**src/hw/rtl/bsr_pkg.sv**
```systemverilog
// shared types and constants for the bmp 24-bit to rgb565 stream decoder
`timescale 1ns / 1ps

package bsr_pkg;

   // header layout
   localparam logic [31:0] HEADER_LEN = 32'd30;
   localparam logic [7:0]  SIG_B      = 8'h42;
   localparam logic [7:0]  SIG_M      = 8'h4D;
   localparam logic [15:0] DEPTH_24   = 16'd24;

   // header byte positions
   localparam logic [31:0] POS_SIG_M     = 32'd1;
   localparam logic [31:0] POS_OFFSET_B0 = 32'd10;
   localparam logic [31:0] POS_OFFSET_B1 = 32'd11;
   localparam logic [31:0] POS_OFFSET_B2 = 32'd12;
   localparam logic [31:0] POS_OFFSET_B3 = 32'd13;
   localparam logic [31:0] POS_WIDTH_LO  = 32'd18;
   localparam logic [31:0] POS_WIDTH_HI  = 32'd19;
   localparam logic [31:0] POS_HEIGHT_LO = 32'd22;
   localparam logic [31:0] POS_HEIGHT_HI = 32'd23;
   localparam logic [31:0] POS_DEPTH_LO  = 32'd28;
   localparam logic [31:0] POS_DEPTH_HI  = 32'd29;

   // config register reset values
   localparam logic [15:0] SCREEN_WIDTH_RST  = 16'd320;
   localparam logic [15:0] SCREEN_HEIGHT_RST = 16'd240;

   // output word packing
   localparam int COORD_W    = 18;
   localparam int COLOR_W    = 16;
   localparam int RSP_DATA_W = 56;

   typedef enum logic [1:0] {
      CSR_ORIGIN_X      = 2'd0,
      CSR_ORIGIN_Y      = 2'd1,
      CSR_SCREEN_WIDTH  = 2'd2,
      CSR_SCREEN_HEIGHT = 2'd3
   } csr_index_type;

   typedef enum logic [2:0] {
      PH_IDLE   = 3'd0,
      PH_HEADER = 3'd1,
      PH_SKIP   = 3'd2,
      PH_PIXEL  = 3'd3,
      PH_PAD    = 3'd4,
      PH_DONE   = 3'd5
   } phase_type;

   typedef enum logic [2:0] {
      KIND_PIXEL      = 3'd0,
      KIND_BAD_SIG    = 3'd1,
      KIND_BAD_DEPTH  = 3'd2,
      KIND_OFF_SCREEN = 3'd3,
      KIND_BAD_OFFSET = 3'd4
   } kind_type;

   // configuration as seen by the parser
   typedef struct packed {
      logic [15:0] origin_x;
      logic [15:0] origin_y;
      logic        off_screen;
   } cfg_type;

   // one input word
   typedef struct packed {
      logic [7:0] data_byte;
      logic       start_of_file;
   } item_type;

   // one result word
   typedef struct packed {
      kind_type           kind;
      logic [COORD_W-1:0] pixel_x;
      logic [COORD_W-1:0] pixel_y;
      logic [COLOR_W-1:0] color;
      logic               last;
   } result_type;

endpackage

```
**src/hw/rtl/bsr_csr.sv**
```systemverilog
// configuration registers and origin check
`timescale 1ns / 1ps

module bsr_csr
   import bsr_pkg::*;
(
   input  logic        clock,
   input  logic        reset,
   input  logic        csr_valid,
   output logic        csr_ready,
   input  logic [1:0]  csr_index,
   input  logic [15:0] csr_wdata,
   output cfg_type     cfg
);

   logic [15:0] origin_x_ff, origin_x_in;
   logic [15:0] origin_y_ff, origin_y_in;
   logic [15:0] screen_width_ff, screen_width_in;
   logic [15:0] screen_height_ff, screen_height_in;

   assign csr_ready = 1'b1;

   // register write decode
   always_comb begin
      origin_x_in      = origin_x_ff;
      origin_y_in      = origin_y_ff;
      screen_width_in  = screen_width_ff;
      screen_height_in = screen_height_ff;
      if (csr_valid) begin
         unique case (csr_index_type'(csr_index))
            CSR_ORIGIN_X:      origin_x_in      = csr_wdata;
            CSR_ORIGIN_Y:      origin_y_in      = csr_wdata;
            CSR_SCREEN_WIDTH:  screen_width_in  = csr_wdata;
            CSR_SCREEN_HEIGHT: screen_height_in = csr_wdata;
            default:           origin_x_in      = origin_x_ff;
         endcase
      end
   end

   always_ff @(posedge clock) begin
      if (reset) begin
         origin_x_ff      <= '0;
         origin_y_ff      <= '0;
         screen_width_ff  <= SCREEN_WIDTH_RST;
         screen_height_ff <= SCREEN_HEIGHT_RST;
      end else begin
         origin_x_ff      <= origin_x_in;
         origin_y_ff      <= origin_y_in;
         screen_width_ff  <= screen_width_in;
         screen_height_ff <= screen_height_in;
      end
   end

   // signed origin against unsigned screen size, 17-bit compare
   assign cfg.origin_x   = origin_x_ff;
   assign cfg.origin_y   = origin_y_ff;
   assign cfg.off_screen =
      ($signed({origin_x_ff[15], origin_x_ff}) >= $signed({1'b0, screen_width_ff})) ||
      ($signed({origin_y_ff[15], origin_y_ff}) >= $signed({1'b0, screen_height_ff}));

endmodule

```
**src/hw/rtl/bsr_in_reg.sv**
```systemverilog
// input register stage for file bytes
`timescale 1ns / 1ps

module bsr_in_reg
   import bsr_pkg::*;
(
   input  logic       clock,
   input  logic       reset,
   input  logic       req_tvalid,
   output logic       req_tready,
   input  logic [7:0] req_tdata,
   input  logic       req_tuser,
   input  logic       advance,
   output logic       item_valid,
   output item_type   item
);

   logic     valid_ff, valid_in;
   item_type item_ff, item_in;

   // take a word when empty or when the held word moves on
   assign req_tready = !valid_ff || advance;

   always_comb begin
      valid_in = valid_ff;
      item_in  = item_ff;
      if (req_tready) begin
         valid_in = req_tvalid;
         item_in  = '{data_byte: req_tdata, start_of_file: req_tuser};
      end
   end

   always_ff @(posedge clock) begin
      if (reset) begin
         valid_ff <= 1'b0;
      end else begin
         valid_ff <= valid_in;
      end
   end

   always_ff @(posedge clock) begin
      item_ff <= item_in;
   end

   assign item_valid = valid_ff;
   assign item       = item_ff;

endmodule

```
**src/hw/rtl/bsr_parser.sv**
```systemverilog
// bmp header parser and pixel converter, one byte per advance
`timescale 1ns / 1ps

module bsr_parser
   import bsr_pkg::*;
(
   input  logic       clock,
   input  logic       reset,
   input  logic       advance,
   input  item_type   item,
   input  cfg_type    cfg,
   output logic       emit,
   output result_type result
);

   phase_type   phase_ff, phase_in;
   logic [31:0] pos_ff, pos_in;
   logic [31:0] offset_ff, offset_in;
   logic [15:0] width_ff, width_in;
   logic [15:0] height_ff, height_in;
   logic [15:0] depth_ff, depth_in;
   logic [15:0] col_ff, col_in;
   logic [15:0] row_ff, row_in;
   logic [1:0]  bip_ff, bip_in;
   logic [1:0]  pad_ff, pad_in;
   logic [7:0]  blue_ff, blue_in;
   logic [7:0]  green_ff, green_in;

   logic [7:0]         b;
   logic [31:0]        pos_inc;
   logic [15:0]        depth_full;
   logic [16:0]        col_inc;
   logic [16:0]        row_inc;
   logic [1:0]         pad_dec;
   logic [COORD_W-1:0] px;
   logic [COORD_W-1:0] py;
   logic [COLOR_W-1:0] color;

   assign b          = item.data_byte;
   assign pos_inc    = pos_ff + 32'd1;
   assign depth_full = {b, depth_ff[7:0]};
   assign col_inc    = {1'b0, col_ff} + 17'd1;
   assign row_inc    = {1'b0, row_ff} + 17'd1;
   assign pad_dec    = pad_ff - 2'd1;

   // screen position and packed color of the pixel closing on this byte
   assign px    = {{2{cfg.origin_x[15]}}, cfg.origin_x} + {2'b00, col_ff};
   assign py    = {{2{cfg.origin_y[15]}}, cfg.origin_y} + {2'b00, height_ff}
                  - 18'd1 - {2'b00, row_ff};
   assign color = {b[7:3], green_ff[7:2], blue_ff[7:3]};

   // next state and result
   always_comb begin
      phase_in  = phase_ff;
      pos_in    = pos_ff;
      offset_in = offset_ff;
      width_in  = width_ff;
      height_in = height_ff;
      depth_in  = depth_ff;
      col_in    = col_ff;
      row_in    = row_ff;
      bip_in    = bip_ff;
      pad_in    = pad_ff;
      blue_in   = blue_ff;
      green_in  = green_ff;
      emit      = 1'b0;
      result    = '{kind: KIND_PIXEL, pixel_x: '0, pixel_y: '0, color: '0, last: 1'b0};

      if (item.start_of_file) begin
         // restart: clear everything, then check origin and first signature byte
         pos_in    = '0;
         offset_in = '0;
         width_in  = '0;
         height_in = '0;
         depth_in  = '0;
         col_in    = '0;
         row_in    = '0;
         bip_in    = '0;
         pad_in    = '0;
         blue_in   = '0;
         green_in  = '0;
         phase_in  = PH_HEADER;
         if (cfg.off_screen) begin
            phase_in    = PH_DONE;
            emit        = 1'b1;
            result.kind = KIND_OFF_SCREEN;
         end else begin
            pos_in = 32'd1;
            if (b != SIG_B) begin
               phase_in    = PH_DONE;
               emit        = 1'b1;
               result.kind = KIND_BAD_SIG;
            end
         end
      end else begin
         unique case (phase_ff)
            PH_HEADER: begin
               pos_in = pos_inc;
               if (pos_ff == POS_SIG_M && b != SIG_M) begin
                  phase_in    = PH_DONE;
                  emit        = 1'b1;
                  result.kind = KIND_BAD_SIG;
               end
               if (pos_ff == POS_OFFSET_B0) offset_in[7:0]   = b;
               if (pos_ff == POS_OFFSET_B1) offset_in[15:8]  = b;
               if (pos_ff == POS_OFFSET_B2) offset_in[23:16] = b;
               if (pos_ff == POS_OFFSET_B3) offset_in[31:24] = b;
               if (pos_ff == POS_WIDTH_LO)  width_in[7:0]    = b;
               if (pos_ff == POS_WIDTH_HI)  width_in[15:8]   = b;
               if (pos_ff == POS_HEIGHT_LO) height_in[7:0]   = b;
               if (pos_ff == POS_HEIGHT_HI) height_in[15:8]  = b;
               if (pos_ff == POS_DEPTH_LO)  depth_in[7:0]    = b;
               // last header byte: depth, offset and area checks in that order
               if (pos_ff == POS_DEPTH_HI) begin
                  depth_in = depth_full;
                  if (depth_full != DEPTH_24) begin
                     phase_in    = PH_DONE;
                     emit        = 1'b1;
                     result.kind = KIND_BAD_DEPTH;
                  end else if (offset_ff < HEADER_LEN) begin
                     phase_in    = PH_DONE;
                     emit        = 1'b1;
                     result.kind = KIND_BAD_OFFSET;
                  end else if (width_ff == '0 || height_ff == '0) begin
                     phase_in = PH_DONE;
                  end else if (offset_ff == HEADER_LEN) begin
                     phase_in = PH_PIXEL;
                  end else begin
                     phase_in = PH_SKIP;
                  end
               end
            end
            PH_SKIP: begin
               pos_in = pos_inc;
               if (pos_inc == offset_ff) phase_in = PH_PIXEL;
            end
            PH_PIXEL: begin
               unique case (bip_ff)
                  2'd0: begin
                     blue_in = b;
                     bip_in  = 2'd1;
                  end
                  2'd1: begin
                     green_in = b;
                     bip_in   = 2'd2;
                  end
                  default: begin
                     bip_in         = 2'd0;
                     emit           = 1'b1;
                     result.pixel_x = px;
                     result.pixel_y = py;
                     result.color   = color;
                     col_in         = col_inc[15:0];
                     if (col_inc >= {1'b0, width_ff}) begin
                        col_in = '0;
                        row_in = row_inc[15:0];
                        if (row_inc >= {1'b0, height_ff}) begin
                           result.last = 1'b1;
                           phase_in    = PH_DONE;
                        end else begin
                           // row pad is (-3w) mod 4, which equals w mod 4
                           pad_in = width_ff[1:0];
                           if (width_ff[1:0] != 2'd0) phase_in = PH_PAD;
                        end
                     end
                  end
               endcase
            end
            PH_PAD: begin
               if (pad_ff != 2'd0) pad_in = pad_dec;
               if (pad_ff <= 2'd1) phase_in = PH_PIXEL;
            end
            default: begin
               phase_in = phase_ff;
            end
         endcase
      end
   end

   always_ff @(posedge clock) begin
      if (reset) begin
         phase_ff  <= PH_IDLE;
         pos_ff    <= '0;
         offset_ff <= '0;
         width_ff  <= '0;
         height_ff <= '0;
         depth_ff  <= '0;
         col_ff    <= '0;
         row_ff    <= '0;
         bip_ff    <= '0;
         pad_ff    <= '0;
         blue_ff   <= '0;
         green_ff  <= '0;
      end else if (advance) begin
         phase_ff  <= phase_in;
         pos_ff    <= pos_in;
         offset_ff <= offset_in;
         width_ff  <= width_in;
         height_ff <= height_in;
         depth_ff  <= depth_in;
         col_ff    <= col_in;
         row_ff    <= row_in;
         bip_ff    <= bip_in;
         pad_ff    <= pad_in;
         blue_ff   <= blue_in;
         green_ff  <= green_in;
      end
   end

endmodule

```
**src/hw/rtl/bsr_out_reg.sv**
```systemverilog
// result register toward the pixel stream
`timescale 1ns / 1ps

module bsr_out_reg
   import bsr_pkg::*;
(
   input  logic                  clock,
   input  logic                  reset,
   input  logic                  advance,
   input  logic                  emit,
   input  result_type            result,
   output logic                  out_free,
   output logic                  rsp_tvalid,
   input  logic                  rsp_tready,
   output logic [RSP_DATA_W-1:0] rsp_tdata,
   output logic [2:0]            rsp_tuser,
   output logic                  rsp_tlast
);

   logic       valid_ff, valid_in;
   result_type result_ff, result_in;

   // room for a new result when empty or when the held one is taken now
   assign out_free = !valid_ff || rsp_tready;

   always_comb begin
      valid_in  = valid_ff;
      result_in = result_ff;
      if (advance) begin
         valid_in  = emit;
         result_in = result;
      end else if (rsp_tready) begin
         valid_in = 1'b0;
      end
   end

   always_ff @(posedge clock) begin
      if (reset) begin
         valid_ff <= 1'b0;
      end else begin
         valid_ff <= valid_in;
      end
   end

   always_ff @(posedge clock) begin
      result_ff <= result_in;
   end

   assign rsp_tvalid = valid_ff;
   assign rsp_tdata  = {{(RSP_DATA_W - 2 * COORD_W - COLOR_W){1'b0}},
                        result_ff.color, result_ff.pixel_y, result_ff.pixel_x};
   assign rsp_tuser  = result_ff.kind;
   assign rsp_tlast  = result_ff.last;

endmodule

```
**src/hw/rtl/bmp24_stream_to_rgb565.sv**
```systemverilog
// top level of the bmp 24-bit to rgb565 stream decoder
`timescale 1ns / 1ps

// Takes a BMP file one byte per word (req_tuser high on byte 0) and returns
// one RGB565 pixel word per blue, green, red triple, with its screen position,
// rows flipped bottom-up and row pad skipped. Error words (bad signature, depth
// not 24, origin off screen, data offset inside the 30-byte header) come once,
// after which the rest of the file is ignored. Throughput is one byte per
// clock while rsp_tready stays high: each byte passes an input register,
// combinational parser logic and a result register, and its result word is
// valid from the result register. A result word held by a low rsp_tready
// holds the parser, and the input stops taking bytes once the input register
// is also full. Write the csr registers only while no file bytes are in flight.

module bmp24_stream_to_rgb565
   import bsr_pkg::*;
(
   input  logic                  clock,
   input  logic                  reset,
   input  logic                  req_tvalid,
   output logic                  req_tready,
   input  logic [7:0]            req_tdata,   // [7:0] data_byte
   input  logic                  req_tuser,   // [0] start_of_file
   output logic                  rsp_tvalid,
   input  logic                  rsp_tready,
   output logic [RSP_DATA_W-1:0] rsp_tdata,   // [17:0] pixel_x, [35:18] pixel_y,
                                              // [51:36] color, [55:52] zero
   output logic [2:0]            rsp_tuser,   // [2:0] kind
   output logic                  rsp_tlast,
   input  logic                  csr_valid,
   output logic                  csr_ready,
   input  logic [1:0]            csr_index,
   input  logic [15:0]           csr_wdata
);

   cfg_type    cfg;
   item_type   item;
   result_type result;
   logic       item_valid;
   logic       out_free;
   logic       advance;
   logic       emit;

   // a byte moves through the parser when the result register has room
   assign advance = item_valid && out_free;

   bsr_csr u_csr (
      .clock     (clock),
      .reset     (reset),
      .csr_valid (csr_valid),
      .csr_ready (csr_ready),
      .csr_index (csr_index),
      .csr_wdata (csr_wdata),
      .cfg       (cfg)
   );

   bsr_in_reg u_in_reg (
      .clock      (clock),
      .reset      (reset),
      .req_tvalid (req_tvalid),
      .req_tready (req_tready),
      .req_tdata  (req_tdata),
      .req_tuser  (req_tuser),
      .advance    (advance),
      .item_valid (item_valid),
      .item       (item)
   );

   bsr_parser u_parser (
      .clock   (clock),
      .reset   (reset),
      .advance (advance),
      .item    (item),
      .cfg     (cfg),
      .emit    (emit),
      .result  (result)
   );

   bsr_out_reg u_out_reg (
      .clock      (clock),
      .reset      (reset),
      .advance    (advance),
      .emit       (emit),
      .result     (result),
      .out_free   (out_free),
      .rsp_tvalid (rsp_tvalid),
      .rsp_tready (rsp_tready),
      .rsp_tdata  (rsp_tdata),
      .rsp_tuser  (rsp_tuser),
      .rsp_tlast  (rsp_tlast)
   );

   // error words carry no position, color or last mark
   assert property (@(posedge clock) disable iff (reset)
      (rsp_tvalid && rsp_tuser != KIND_PIXEL) |-> (rsp_tdata == '0 && !rsp_tlast))
      else $error("error word with nonzero payload");

   // an accepted byte lands in the input register
   assert property (@(posedge clock) disable iff (reset)
      (req_tvalid && req_tready) |=> item_valid)
      else $error("accepted byte lost");

   // a held byte that cannot advance is still held next cycle
   assert property (@(posedge clock) disable iff (reset)
      (item_valid && !out_free) |=> item_valid)
      else $error("stalled byte dropped");

endmodule

```
**config.mk**
```make
export PLATFORM = sky130hd
export DESIGN_NAME = bmp24_stream_to_rgb565
export DESIGN_NICKNAME = d
export VERILOG_FILES = /design/src/hw/rtl/bsr_pkg.sv /design/src/hw/rtl/bsr_csr.sv /design/src/hw/rtl/bsr_in_reg.sv /design/src/hw/rtl/bsr_parser.sv /design/src/hw/rtl/bsr_out_reg.sv /design/src/hw/rtl/bmp24_stream_to_rgb565.sv
export SDC_FILE = /design/constraint.sdc
export NUM_CORES = 1
export LEC_CHECK = 0
export ABC_AREA = 1
export BUFFER_PORTS_ARGS = -buffer_cell sky130_fd_sc_hd__buf_2
export CAP_MARGIN = 25
export CELL_PAD_IN_SITES_DETAIL_PLACEMENT = 1
export CELL_PAD_IN_SITES_GLOBAL_PLACEMENT = 1
export CORE_ASPECT_RATIO = 1.4
export CORE_MARGIN = 4
export CORE_UTILIZATION = 40
export CTS_BUF_LIST = sky130_fd_sc_hd__clkbuf_2 sky130_fd_sc_hd__clkbuf_4 sky130_fd_sc_hd__clkbuf_8
export DETAILED_ROUTE_END_ITERATION = 7
export PLACE_DENSITY = 0.71
export SYNTH_ARGS = -nofsm -noshare
export SYNTH_HDL_FRONTEND = slang
export SYNTH_SLANG_ARGS = --single-unit
```
**constraint.sdc**
```tcl
create_clock -name clock -period 2.9 [get_ports clock]
set_input_delay 0.58 -clock clock [delete_from_list [all_inputs] [get_ports clock]]
set_output_delay 0.58 -clock clock [all_outputs]
set_load 0.01 [all_outputs]
```
# After elaboration in Yosys (flattened, before gate mapping)
# Cells that the tools add are included.
dict set report totals {
  word_cells 217
  output_inout_bits 63
  register_bits 290
}
dict set report op_classes {
  n_bitwise 2
  n_addsub 8
  mux 80
  n_eq_ne 34
  reduce_logical 57
  magnitude_cmp 6
}
# op n
set ops {}
lappend ops {{$eq A32 B5 Y1 const B} 7}
lappend ops {{$mux W16} 12}
lappend ops {{$mux W8} 18}
lappend ops {{$eq A32 B4 Y1 const B} 4}
lappend ops {{$mux W32} 4}
lappend ops {{$mux W3} 20}
lappend ops {{$add A16 B17 Y18} 2}
lappend ops {{$reduce_bool A2 Y1} 18}
lappend ops {{$add A16 B1 Y17 const B} 2}
lappend ops {{$ge A16 B17 Y1} 2}
lappend ops {{$ge A17 B16 Y1} 2}
lappend ops {{$reduce_and A3 Y1} 11}
lappend ops {{$add A32 B1 Y32 const B} 1}
lappend ops {{$eq A32 B1 Y1 const B} 1}
lappend ops {{$eq A32 B32 Y1} 1}
lappend ops {{$logic_not A16 Y1} 2}
lappend ops {{$lt A32 B5 Y1 const B} 1}
lappend ops {{$sub A18 B1 Y18 const B} 1}
lappend ops {{$sub A18 B16 Y18} 1}
lappend ops {{$ne A16 B5 Y1 const B} 1}
lappend ops {{$ne A8 B7 Y1 const B} 2}
lappend ops {{$mux W1} 15}
lappend ops {{$mux W2} 7}
lappend ops {{$ne A3 B2 Y1 const B} 4}
lappend ops {{28 further kinds} 48}

# Longest topological paths before layout
dict set report depth {
  word_depth 9
  ltp_mapped 25
  mapped_depth_nobuf 25
}

# Hierarchy
# A second synthesis with hierarchy kept.
dict set report unflattened {
  cells_unflattened 2293
  area_unflattened_um2 16602.2
}
# module instances cells_each area_each_um2 seq_area_each_um2
set modules_own_cells {}
lappend modules_own_cells {bsr_parser 1 1787 11394.7 3083.0}
lappend modules_own_cells {bsr_csr 1 420 3120.5 1281.2}
lappend modules_own_cells {bsr_out_reg 1 70 1766.7 1701.6}
lappend modules_own_cells {bsr_in_reg 1 14 312.8 290.3}
lappend modules_own_cells {bmp24_stream_to_rgb565 1 2 7.5 0.0}

# Worst setup path after synthesis
# Ideal clock, no wire load.
dict set report synth_timing {
  kind {register -> register}
  startpoint {register u_csr.origin_y_ff[1]}
  endpoint {register u_out_reg.result_ff, in the netlist u_out_reg.rsp_tdata[33], data pin}
  slack_ns -0.164
  required_time_ns 2.645
  t_arrival_ns 2.809
  stages_incl_launch_ff 19
  n_path_buf 0
  cell_sequence {dfxtp_1 > inv_1 > fa_1 > inv_1 > ha_1 > inv_1 > fa_1 > inv_1 > nand3_1 > nand2_1 > nand2_1 > nand2_1 > a21oi_1 > o21ai_0 > a21boi_0 > o21ai_0 > nand2_1 > a21oi_1 > nor2_1}
}
dict set report synth_between {
  elab_chain_len 3
}
# item line_no
set synth_lines {}
lappend synth_lines {{start, declared} bsr_csr.sv:17} ;# logic [15:0] origin_y_ff, origin_y_in;
lappend synth_lines {{start signal, assigned} bsr_csr.sv:48} ;# origin_y_ff <= origin_y_in;
lappend synth_lines {{$add A16 B17 Y18} bsr_parser.sv:48} ;# assign py = {{2{cfg.origin_y[15]}}, cfg.origin_y} + {2'b00, height_ff}
lappend synth_lines {{$sub A18 B1 Y18} bsr_parser.sv:49} ;# - 18'd1 - {2'b00, row_ff};
lappend synth_lines {{$sub A18 B16 Y18} bsr_parser.sv:49}
lappend synth_lines {{end signal, assigned} bsr_out_reg.sv:46} ;# result_ff <= result_in;
lappend synth_lines {{end, declared} bsr_out_reg.sv:21} ;# result_type result_ff, result_in;
# Every way passes these cells.
# A chain may end at the register's enable or synchronous reset.

# Final worst setup path
dict set report layout_timing {
  startpoint {register u_parser.col_ff[1]}
  endpoint {register u_parser.row_ff[5]}
}
dict set report layout_between {
  elab_chain_len 4
}
# item line_no
set layout_lines {}
lappend layout_lines {{start, declared} bsr_parser.sv:22} ;# logic [15:0] col_ff, col_in;
lappend layout_lines {{start signal, assigned} bsr_parser.sv:201} ;# col_ff <= col_in;
lappend layout_lines {{$add A16 B1 Y17} bsr_parser.sv:42} ;# assign col_inc = {1'b0, col_ff} + 17'd1;
lappend layout_lines {{$ge A17 B16 Y1} bsr_parser.sv:154} ;# if (col_inc >= {1'b0, width_ff}) begin
lappend layout_lines {{$reduce_bool A2 Y1 (no source line)} -}
lappend layout_lines {{$reduce_and A4 Y1 (no source line)} -}
lappend layout_lines {{end signal, assigned} bsr_parser.sv:202} ;# row_ff <= row_in;
lappend layout_lines {{end, declared} bsr_parser.sv:23} ;# logic [15:0] row_ff, row_in;
# Every way passes these cells.

==> impl_metrics.tcl <==
set metrics [dict create \
    status "finished with violations" \
    violations "negative setup slack" \
    initial_utilization_pct 40.46 \
    grt_pass1_vias 17510 \
    ys_ff_latch 285 \
    drcViolationCount 0 \
    power.total_w 0.01019 \
    hold_violations 0 \
    die_area_um2 45020 \
    drtPass1Iterations 5 \
    rows 88 \
    numCtsBuffers 50 \
    routed_wl_um 57000 \
    path_clk_slew_ns 0.06 \
    postSynthAreaPerCell_um2 7.317 \
    grt_pass1_wl_um 90600 \
    ff2ff_path_depth 24 \
    skew_ns 0.03726 \
    viasPerCell 5.272 \
    yosysSeqAreaShare_pct 38.15 \
    yosysWarnings 0 \
    crit_family "simple AND/OR/NAND/NOR gates" \
    clock_path_buffers 3 \
    synthesis.instances 2277 \
    ys_types 52 \
    syn_area_um2 16660 \
    crit_path_frequent_cell "nand2_4" \
    vias 16264 \
    core_area_um2 41180 \
    synth-edff-count 65 \
    cp-start-kind "flop" \
    cts_max_level 2 \
    area.growth.synth_to_final_pct 22.23 \
    setup_violations 42 \
    setup_ws_ns -0.4859 \
    crit_cells 24 \
    p_leak_nw 8.880 \
    clockRootBuffer "clkbuf_8" \
    final_net_count 2662 \
    io_pins 95 \
    antenna_found_initial 1 \
    track_usage_pct 24.68 \
    power.density_nw_per_um2 500.4 \
    min_path_type "input port to flop" \
    cts_tree "yes" \
    relSlewSlack_pct 30.76 \
    path_buf_inv 3 \
    cts_sinks 285 \
    hold_depth 1 \
    ir_worst_vdd_v 0.0003622 \
    die_w_um 180.5 \
    fmax_ghz 0.2953 \
    drt_iter0_markers 700 \
    place.port_buffers 89 \
    async_reset_ff_share_pct 0 \
    wl_per_cell_um 18.48 \
    layout-drive-gt1-share_pct 19.06 \
    endpoint_kind "flop" \
    drv_slew 0 \
    arrival_ns 3.92 \
    slowest_stage "dfxtp_4" \
    ant_nets 0 \
    slowest_delay_ns 0.37 \
    fp.dieH_um 249.5 \
    maxCapViolations 0 \
    synth_top_flop_cell "dfxtp_1" \
    tightestPinTransition_ns 1.032 \
    crit_type "flop to flop" \
    timing.setup.tns_ns -16.07 \
    clk_latency_ns 0.63 \
    worstPathMaxFanout 5 \
    period_minus_slack_ns 3.386 \
    rsz0062_at_grt "yes" \
    grt_max_degree 60 \
    fin_crit_sh_pct 116.8 \
    overflow 0 \
    routabilityCongestion 0.8645 \
    path_cells "ha_4 -> nand2_4 -> nor2_4 -> nand3_2 -> nor2_1 -> nand2_1 -> nor2_2 -> buf_4 -> buf_4 -> xor2_1 -> ha_1 -> a21oi_1 -> o21ai_0 -> nor2_1 -> o21ai_0 -> nand3_1 -> nand3_1 -> nand2_2 -> and2_4 -> nand2_4 -> nand2_4 -> nand2_4 -> buf_6 -> o22ai_2" \
    cts_hold_buf 0 \
    dpl.hpwl_um 43220 \
    cp.required_ns 3.44 \
]
per-stage QoR:
stage | std cells | utilization (%) | area, µm² | hold WS (ns) | worst slack (ns)
after global routing | 3085 | 49.45 | 20360 | 0.1248 | -0.7113
after global placement | 2977 | 45.33 | 18670 | 0.4386 | -0.3851
after floorplan | 2280 | - | 16760 | 0.4292 | -0.01687
after detailed placement | 2977 | 45.33 | 18670 | 0.4473 | -0.4786
final | 3085 | 49.45 | 20360 | 0.1531 | -0.4859
after CTS | 3076 | 48.58 | 20000 | 0.1114 | -0.3439
per-layer routing:
layer,global-route usage (%),share of wire (%)
met5,0,0
met4,11.61,5.3
met3,3.003,2.7
met2,47.55,53
met1,26.45,38
path summary, 6_finish.rpt:
| kind | from | slack (ns) | endpoint |
|---|---|---|---|
| setup reg to reg | u_parser.col_ff[1] | -0.49 | u_parser.row_ff[5] |
| hold reg to reg | u_parser.green_ff[5] | 0.45 | u_parser.green_ff[5] |
| hold / removal | req_tdata[5] | 0.15 | u_in_reg.item[6] |
| setup / recovery | u_parser.col_ff[1] | -0.49 | u_parser.row_ff[5] |
report_power, final:
part           internal, W  switching (W)
Sequential         0.00419      0.0000778
Clock              0.00258        0.00180
Combinational     0.000565       0.000971
cell usage after synthesis (5+ instances only):
cell,n,area share (%)
nand2_4,6,0.41
buf_2,9,0.27
nor3_1,26,0.78
xor2_1,26,1.4
nand3_1,148,4.4
clkbuf_1,54,1.2
o21a_1,8,0.36
dfxtp_1,220,26
fa_1,18,2.2
edfxtp_1,65,12
nand2_1,413,9.3
buf_4,9,0.41
nand2_2,14,0.53
o21ai_0,191,5.7
ha_1,107,8.0
nor2_2,14,0.53
xnor2_1,7,0.37
nor2_1,230,5.2
inv_1,321,7.2
nor2_4,8,0.54
o22ai_1,6,0.23
nand4_1,32,1.2
o21ai_1,9,0.27
nor4_1,15,0.56
a21oi_1,263,7.9
o31ai_1,5,0.23
layout make-up:
cell class / count / area (µm²)
clock inverters: 23 / 295.3
multi-input cells: 1594 / 9195
well taps: 540 / 675.6
inverters: 326 / 1232
fillers: 5237 / 20820
clock buffers: 68 / 873.3
repair buffers: 248 / 1715
flip-flops and latches: 285 / 6374
diodes: 1 / 2.502
cells in the final DEF (no fill, tap or decap), types with 16 or more instances in the layout:
cell type and instances:
nand2_1 400, inv_1 312, a21oi_1 249, nor2_1 219
dfxtp_1 214, o21ai_0 182, buf_4 148, nand3_1 142
ha_1 101, buf_2 89, edfxtp_1 65, clkbuf_8 58
nand4_1 32, xor2_1 24, nor3_1 23, nand2_2 22
nor2_2 19, fa_1 16
flip-flops by register name, summed over array words and instances (netlist names), 16 cells and up:
register                count
u_parser.col_ff            16
u_csr.screen_width_ff      16
u_out_reg.rsp_tdata        52
u_parser.width_ff          16
u_csr.origin_y_ff          16
u_csr.screen_height_ff     16
u_csr.origin_x_ff          16
u_parser.row_ff            16
u_parser.offset_ff         32
u_parser.height_ff         16
u_parser.pos_ff            32
cells by family (layout without fill, tap and decap cells):
family	after synthesis	after routing	synth area share (%)
flip-flops	285	285	38.15
adder cells (fa/ha/maj)	125	125	10.20
buffers and inverters	401	665	9.380
AO/OA/AOI/OAI	507	507	15.91
XOR/XNOR	33	33	1.735
AND/OR/NAND/NOR	924	924	24.58
other	2	6	0.04508
timing repair:
| action | in CTS | in global routing |
|---|---|---|
| setup buffers | 8 | 12 |
| pin swaps | 12 | 48 |
| gates resized for setup | 34 | 72 |
| endpoints found under the setup margin | 44 | 105 |
Note: power is estimated with default switching activity, not from simulation.
